--- config.mk ---
export PLATFORM = sky130hd
export DESIGN_NAME = qmnf_lane
export DESIGN_NICKNAME = d
export VERILOG_FILES = /design/src/rtl/qmnf_pkg.sv /design/src/rtl/qmnf_lane.sv
export SDC_FILE = /design/constraint.sdc
export NUM_CORES = 1
export LEC_CHECK = 0
export ABC_AREA = 1
export BUFFER_PORTS_ARGS = -buffer_cell sky130_fd_sc_hd__buf_2
export CAP_MARGIN = 30
export CORE_MARGIN = 5
export CORE_UTILIZATION = 54
export DETAILED_ROUTE_END_ITERATION = 6
export GPL_ROUTABILITY_DRIVEN = 0
export PLACE_DENSITY_LB_ADDON = 0.1
export SETUP_SLACK_MARGIN = 0.05
export SLEW_MARGIN = 15
export SYNTH_ARGS = -nofsm -noshare
export SYNTH_HDL_FRONTEND = slang
export SYNTH_SLANG_ARGS = --single-unit
--- constraint.sdc ---
create_clock -name vclk -period 2.5
set_input_delay 0.5 -clock vclk [all_inputs]
set_output_delay 0.5 -clock vclk [all_outputs]
set_load 0.005 [all_outputs]
--- src/rtl/qmnf_pkg.sv ---
// ----------------------------------------------------------------------------
// qmnf_pkg
// Shared types and constants of the quad mesh neighbor finder.
// ----------------------------------------------------------------------------
package qmnf_pkg;

  localparam int LANES    = 4;
  localparam int LANE_W   = 2;
  localparam int SLOTS    = 4;
  localparam int SLOT_W   = 2;
  localparam int IDX_W    = 6;
  localparam int NBR_W    = 7;
  localparam int CNT_BITS = 3;

  localparam logic [NBR_W-1:0] NO_NBR = '1;

  typedef struct packed {
    logic [SLOTS-1:0][IDX_W-1:0] slot;
    logic [CNT_BITS-1:0]         count;
  } nbr_rec_t;

  typedef struct packed {
    logic             valid;
    logic             hit;
    logic [IDX_W-1:0] cell_id;
    nbr_rec_t         rec;
  } lane_res_t;

  typedef enum logic [2:0] {
    S_IDLE,
    S_ROW_RD,
    S_ROW_LD,
    S_SCAN,
    S_DRAIN,
    S_WB,
    S_OUT
  } state_t;

endpackage

--- src/rtl/qmnf_lane.sv ---
// ----------------------------------------------------------------------------
// qmnf_lane
// Shared-edge test of the current cell against one candidate cell.
// ----------------------------------------------------------------------------
module qmnf_lane import qmnf_pkg::*; #(
  parameter int EDGE_W = 16
) (
  input  logic                         valid,
  input  logic                         first_row,
  input  logic [IDX_W-1:0]             cell_id,
  input  logic [SLOTS-1:0][EDGE_W-1:0] edge_i,
  input  logic [SLOTS-1:0][EDGE_W-1:0] edge_j,
  input  nbr_rec_t                     rec_j,
  output lane_res_t                    res
);

  logic match;

  always_comb begin
    match = 1'b0;
    for (int p = 0; p < SLOTS; p++) begin
      for (int q = 0; q < SLOTS; q++) begin
        if (edge_i[p] == edge_j[q]) begin
          match = 1'b1;
        end
      end
    end
    res         = '0;
    res.valid   = valid;
    res.hit     = valid && match;
    res.cell_id = cell_id;
    res.rec     = rec_j;
    if (first_row) begin
      res.rec.count = '0;
    end
  end

endmodule

==> impl_metrics.tcl <==
set metrics [dict create \
    pre_cts_ws_ps 334 \
    overflow 0 \
    finalInstanceArea_sq_mm 0.00487 \
    synth_top_area_share 0.480 \
    stdcell_count 1180 \
    cpMaxStageDelayCell "nor2_1" \
    die_x_um 99.4 \
    crit_arrival_ps 1670 \
    cp_max_fo 5 \
    hold_class "in -> out" \
    hold_buffers 0 \
    core_sq_mm 0.00777 \
    drt-pass1-iter-count 5 \
    grt_use_total 0.255 \
    antenna_found_initial 0 \
    grt_pass1_wl_um 21200 \
    setup_tns_ps 0 \
    routed-via-count 5584 \
    synth_warnings 0 \
    synthTopCellsByArea "nand2_1 48%, xor2_1 20%, nor2_1 14%, inv_2 6.9%, buf_4 5.4%" \
    area_growth_pct 12.6 \
    wire_per_inst_um 11.2 \
    finalSetupViolCount 0 \
    dpl-instance-area_sq_mm 0.00487 \
    die_y_um 99.4 \
    rsz0062_at_grt "no" \
    finalCritPeriodShare 0.868 \
    synth_cell_types 9 \
    netlist_area_sq_mm 0.00432 \
    syn-instance-count 979 \
    dp.final_hpwl_um 11600 \
    end_kind "output pin" \
    dieArea_sq_mm 0.00989 \
    synth_nets 1142 \
    crit_path_start "edge_i[10]" \
    first_global_vias 5018 \
    cts_setup_buffers 0 \
    worstPathCellList "buf_2, inv_2, nand2_1, nand2_1, nor2_1, nand2_1, nor2_1, nand2_1, nand2_1, nor2_1, nand2_1, nor2_1, nor2_1, buf_2" \
    fin_ws_ps 330 \
    final_hold_viol_count 0 \
    dpl.cell_count 1180 \
    ant_nets 0 \
    power_density_mw_per_mm2 166 \
    startpoint_type "input port" \
    p_leak_nw 3.28 \
    maxCapViolCount 0 \
    layout_common_cells "552 x nand2_1, 164 x nor2_1, 138 x buf_2, 99 x xor2_1, 79 x inv_2" \
    total_power_mw 0.806 \
    yosysTopAreaCell "nand2_1" \
    crit_end "res[33]" \
    n_antenna_cell 0 \
    nets 1243 \
    multiInputGateArea_sq_mm 0.00360 \
    drive_above_1_share 0.205 \
    row_count 32 \
    seq_cells 0 \
    max_stage_delay_ps 160 \
    cp_common_cell "nand2_1" \
    worstSetupPathType "in -> out" \
    cts_resized 0 \
    min_period_ps 2170 \
    start_util 0.556 \
    vias_per_cell 4.73 \
    report.final.slew_viol_count 0 \
    syn_avg_cell_area_sq_um 4.41 \
    final_common_cell "nand2_1" \
    clkbuf_count 0 \
    portBuffers 138 \
    ioPinCount 198 \
    drc 0 \
    required_ps 2000 \
    drt-initial-drc-count 152 \
    tightestPinTransition_ps 202 \
    ir_worst_vdd_mv 0.0809 \
    fmax_mhz 461 \
    grt_max_degree 6 \
    outcome "finished clean" \
    slew_headroom 0.865 \
    routed_wl_um 13200 \
    yosysSeqAreaShare 0 \
    layout.area.seq_sq_um 0 \
    n_fill_cell 909 \
]
-- layout make-up --
class / instances / share of cell area
inverters: 118 / 0.0910
well taps: 102 / 0.0262
multi-input cells: 822 / 0.741
repair buffers: 138 / 0.142
-- critical path: cells and delay by family --
family	cells	cell delay, ps
buf+inv	3	320
simple gates	11	830
-- worst min path at each step --
stage	from	endpoint	slack, ps	cells after the start
floorplan	first_row	res[0]	1030	1
global placement	rec_j[10]	res[10]	1000	0
detailed placement	rec_j[10]	res[10]	1000	0
CTS	rec_j[10]	res[10]	1000	0
global route	cell_id[0]	res[27]	1000	0
finish	rec_j[11]	res[11]	1000	0
-- cells in the mapped netlist --
cell	n
a21oi_1	3
nor2_1	164
xor2_1	99
inv_1	39
a21oi_2	4
buf_2	8
buf_4	31
inv_2	79
nand2_1	552
-- cells by family (layout without fill, tap and decap cells) --
family                    count (synthesis)  after routing  synth area share
AOI/OAI and AO/OA                         7              7            0.0116
and+or+nand+nor                         716            716             0.622
xor gates and xnor gates                 99             99             0.201
buffers and inverters                   157            256             0.166
-- per-stage QoR --
step                       util  hold WS, ps
after global placement    0.626         1000
after global routing      0.626         1000
after floorplan               -         1030
final                     0.626         1000
after CTS                 0.626         1000
after detailed placement  0.626         1000
-- power by group --
group / leakage (nW) / switching, mW / internal (mW)
clock: 0 / 0 / 0
sequential: 0 / 0 / 0
combinational: 3.28 / 0.505 / 0.301
total: 3.28 / 0.505 / 0.301
-- routing by layer --
metal	wire, um	track usage	up-vias
met5	0	0	-
met4	485	0.0924	0
met3	1020	0.0273	46
met2	6150	0.450	202
met1	5580	0.319	2328
li1	-	-	3008
(Power assumes the default switching activity.)
