## config.mk

```make
export PLATFORM = sky130hd
export DESIGN_NAME = qmnf_merge
export DESIGN_NICKNAME = d
export VERILOG_FILES = /design/src/rtl/qmnf_pkg.sv /design/src/rtl/qmnf_merge.sv
export SDC_FILE = /design/constraint.sdc
export NUM_CORES = 1
export LEC_CHECK = 0
export BUFFER_PORTS_ARGS = -buffer_cell sky130_fd_sc_hd__clkbuf_2
export CORE_AREA = 10 10 110 112
export DETAILED_ROUTE_END_ITERATION = 16
export DIE_AREA = 0 0 120 122
export GPL_ROUTABILITY_DRIVEN = 0
export GPL_TIMING_DRIVEN = 0
export PLACE_DENSITY = 0.73
export SLEW_MARGIN = 20
export SYNTH_ARGS = -nofsm -noshare
export SYNTH_HDL_FRONTEND = slang
export SYNTH_SLANG_ARGS = --single-unit
export TNS_END_PERCENT = 50
```

## constraint.sdc

```tcl
create_clock -name vclk -period 6.9
set_input_delay 1.38 -clock vclk [all_inputs]
set_output_delay 1.38 -clock vclk [all_outputs]
set_load 0.02 [all_outputs]
```

## src/rtl/qmnf_pkg.sv

```systemverilog
// ----------------------------------------------------------------------------
// qmnf_pkg
// Shared types and constants of the quad mesh neighbor finder.
// ----------------------------------------------------------------------------
package qmnf_pkg;

  localparam int LANES    = 4;
  localparam int LANE_W   = 2;
  localparam int SLOTS    = 4;
  localparam int SLOT_W   = 2;
  localparam int IDX_W    = 6;
  localparam int NBR_W    = 7;
  localparam int CNT_BITS = 3;

  localparam logic [NBR_W-1:0] NO_NBR = '1;

  typedef struct packed {
    logic [SLOTS-1:0][IDX_W-1:0] slot;
    logic [CNT_BITS-1:0]         count;
  } nbr_rec_t;

  typedef struct packed {
    logic             valid;
    logic             hit;
    logic [IDX_W-1:0] cell_id;
    nbr_rec_t         rec;
  } lane_res_t;

  typedef enum logic [2:0] {
    S_IDLE,
    S_ROW_RD,
    S_ROW_LD,
    S_SCAN,
    S_DRAIN,
    S_WB,
    S_OUT
  } state_t;

endpackage

```

## src/rtl/qmnf_merge.sv

```systemverilog
// ----------------------------------------------------------------------------
// qmnf_merge
// Combine lane hits in ascending cell order into the current cell's record
// and the candidate records.
// ----------------------------------------------------------------------------
module qmnf_merge import qmnf_pkg::*; (
  input  lane_res_t [LANES-1:0] lanes,
  input  nbr_rec_t              rec_i,
  input  logic [IDX_W-1:0]      cell_i,
  output nbr_rec_t [LANES-1:0]  rec_j_next,
  output nbr_rec_t              rec_i_next
);

  localparam logic [CNT_BITS-1:0] FULL = CNT_BITS'(SLOTS);
  localparam logic [CNT_BITS-1:0] ONE  = CNT_BITS'(1);

  nbr_rec_t acc;

  always_comb begin
    acc = rec_i;
    for (int l = 0; l < LANES; l++) begin
      rec_j_next[l] = lanes[l].rec;
      if (lanes[l].hit && (lanes[l].rec.count < FULL) && (acc.count < FULL)) begin
        rec_j_next[l].slot[lanes[l].rec.count[SLOT_W-1:0]] = cell_i;
        rec_j_next[l].count = lanes[l].rec.count + ONE;
        acc.slot[acc.count[SLOT_W-1:0]] = lanes[l].cell_id;
        acc.count = acc.count + ONE;
      end
    end
    rec_i_next = acc;
  end

endmodule

```

==> summary.txt <==
Clock tree
  • Post-CTS sizing: 0
  • Hold-fix buffers, CTS: 0
  • Post-CTS setup buffers: 0

Worst hold path
  • Type of the most critical hold path: input pin to output port
  • Hold path cells: 3
  • HP Start: lanes[72]
  • Worst Hold Path EP: rec_j_next[56]

Place
  • Post-DP HPWL: 16.0 mm
  • Pre-CTS setup slack: 0.909 ns
  • PortBufs: 304
  • Cell Count Post-Placement: 776
  • Post-placement cell area: 4930 sq um

Power
  • Switching pwr: slightly below 200 uW
  • Clock share of power: 0
  • Max VDD drop: 0.0000442 V
  • Pwr dens: 69.8 nW/um^2
  • Lkg Pwr: 2.53 nW
  • Sequential share of power: 0
  • Net Sw Frac: 0.570
  • Int Pwr: 148 uW
  • Combinational share of power: 1.000

STA
  • # setup viols final: 0
  • Setup ws final: between 0.8 and 0.9 ns
  • Fin crit share: 0.874
  • Number of hold violations in the final report: 0
  • Slew Limit Headroom: 0.562
  • Slew Limit Fails: 0
  • Worst slew pin tran: roughly 0.65 ns
  • Fmax: 166 MHz
  • Hold WS: ~3.1 ns
  • RSZ-0062 raised after global routing: no
  • Total Negative Setup Slacks: 0 ns
  • Crit path time final: 6.03 ns

Global route
  • Largest net degree at the start of global routing: 11
  • Vias in the first global route: 4263
  • Initial antenna violation count: 0
  • First-pass GRT wire length: 25.9 mm
  • Total congestion overflow: 0
  • All-Layer GR Usage: 0.221

Outcome
  • Status: complete, no violations

Finish
  • Diodes inserted: 0
  • Layout Cells excl Fill: 776
  • Design area: 4930 sq um
  • Share of cells above drive strength 1: 0.784
  • Register Area: 0 sq um
  • Net count, final: 839
  • Clock buf count: 0
  • Area Growth Syn to Fin: 52.2%
  • Sequential cell count: 0
  • Fillcell total: about 960
  • Footprint of the multi-input gates: 3090 sq um

Synthesis
  • Post-Synth XOR/XNOR Area: 0.0189
  • Post-synthesis sequential area ratio: 0
  • Mux contribution to synthesized area: 0.685
  • Post-Synth Simple-Gate Area: 0.116
  • Post-Syn Area: 3240 sq um
  • Synth Area per Inst: 9.64 sq um
  • Adder-Cell Fraction of Synth Area: 0.0927
  • Syn nets: 533
  • Main combinational cell family by area after synthesis: multiplexers
  • Synth Instances: 336
  • Yosys warnings: 0
  • Synth cell types: 42
  • Synth Area in Compound Gates: 0.0425

Route
  • Antenna Nets Post-Route: 0
  • Via/cell ratio: roughly 4.9
  • Met1 WL: 6.68 mm
  • Total wire length: 17.5 mm
  • Wirelength per Cell: 22.5 um
  • DRT iter0 DRCs: 110
  • DRC viols: 0
  • Met2 WL: 9.09 mm
  • Vias: between 3000 and 4000
  • Top Layer Used: met4
  • Met3 WL: 1.54 mm
  • Drt first pass iters: 4

Critical path
  • CP peak stage delay: 0.47 ns
  • Setup CP Type: input pin to output port
  • Crit path cell chain: clkbuf_2 > ha_1 > nor2_1 > mux2_2 > and2_1 > xnor2_1 > ha_1 > a221oi_1 > and4b_1 > buf_2 > nand3_1 > mux2_2 > clkbuf_2
  • WP buf/inv: 3
  • Arrival time of the worst setup path: approximately 4.7 ns
  • Endpoint type of the worst setup path: output port
  • Max FO, Critical Path: 10
  • Startpoint Class: input pin
  • Crit-path slowest cell: a221oi_1
  • Crit path max-delay family: simple AND/OR/NAND/NOR gates
  • Data required time of the worst path: 5.52 ns

Run
  • Max Cap Viol: 0

Floorplan
  • Die Span X: 120 um
  • Die Ht: around 120 um
  • Core Region: 10000 sq um
  • Boundary Pins: approximately 310
  • Site Rows: 37
  • Starting Density: 0.322
  • Die area: 14600 sq um
metal layers:
layer  up-vias  global-route usage
met3        14              0.0786
met1      1764               0.239
met2       174               0.419
met4         0              0.0219
met5         -                   0
li1       1855                   -
how the worst max path moves through the flow:
stage | start | endpoint | cells after the start
2_1_floorplan | lanes[33] | rec_i_next[2] | 8
3_3_place_gp | rec_i[0] | rec_i_next[6] | 13
3_5_place_dp | rec_i[0] | rec_i_next[6] | 13
4_1_cts | rec_i[0] | rec_i_next[6] | 13
5_1_grt | rec_i[0] | rec_i_next[6] | 13
6_report | rec_i[0] | rec_i_next[6] | 13
synth_stat cells (2+ instances only):
cell      count  area share
a21oi_1       2      0.0031
and2_1        9       0.017
buf_2         2      0.0031
buf_6         3       0.010
clkbuf_1     12       0.014
ha_1         24       0.093
inv_1        12       0.014
mux2_1       14       0.049
mux2_2      180        0.63
nand2_1      22       0.026
nand2b_1      7       0.014
nand3_1       2      0.0031
nand3_2       2      0.0062
nand3b_1      2      0.0046
nor2_1        3      0.0035
nor2b_1       2      0.0039
nor3_1        2      0.0031
nor3_4        2       0.010
o21ai_0       5      0.0077
xnor2_1       7       0.019
kinds of logic after synthesis:
group / Yosys count
buf+inv: 31
compound gates: 16
xor+xnor: 7
mux: 196
simple gates: 62
fa+ha+maj: 24
final cells by class:
cell class / instances / share of cell area
timing repair buffer: 304 / 0.309
buffer: 19 / 0.0203
multi-input combinational: 305 / 0.627
inverter: 12 / 0.00914
tap: 136 / 0.0345
power groups by stage:
stage                     sequential, mW  combinational (mW)  clock, mW
after floorplan                        0               0.198          0
after global placement                 0               0.338          0
after detailed placement               0               0.345          0
after CTS                              0               0.346          0
after global routing                   0               0.369          0
final                                  0               0.344          0
per-stage QoR:
step | utilization | power (mW)
6_report | 0.491 | 0.344
5_1_grt | 0.491 | 0.369
4_1_cts | 0.491 | 0.346
3_5_place_dp | 0.491 | 0.345
3_3_place_gp | 0.491 | 0.338
2_1_floorplan | - | 0.198
tightest hold or removal path: stages:
cell and delay [ns]:
clkbuf_2 0.09, nand2b_1 0.09, clkbuf_2 0.17
cells in the final DEF, fill, tap and decap left out, types with 5 or more instances in the layout:
cell type,instances
clkbuf_1,12
xnor2_1,7
mux2_1,14
nand2b_1,7
nand2_1,22
inv_1,12
clkbuf_2,304
mux2_2,180
ha_1,24
and2_1,9
o21ai_0,5
(Power assumes the default switching activity.)
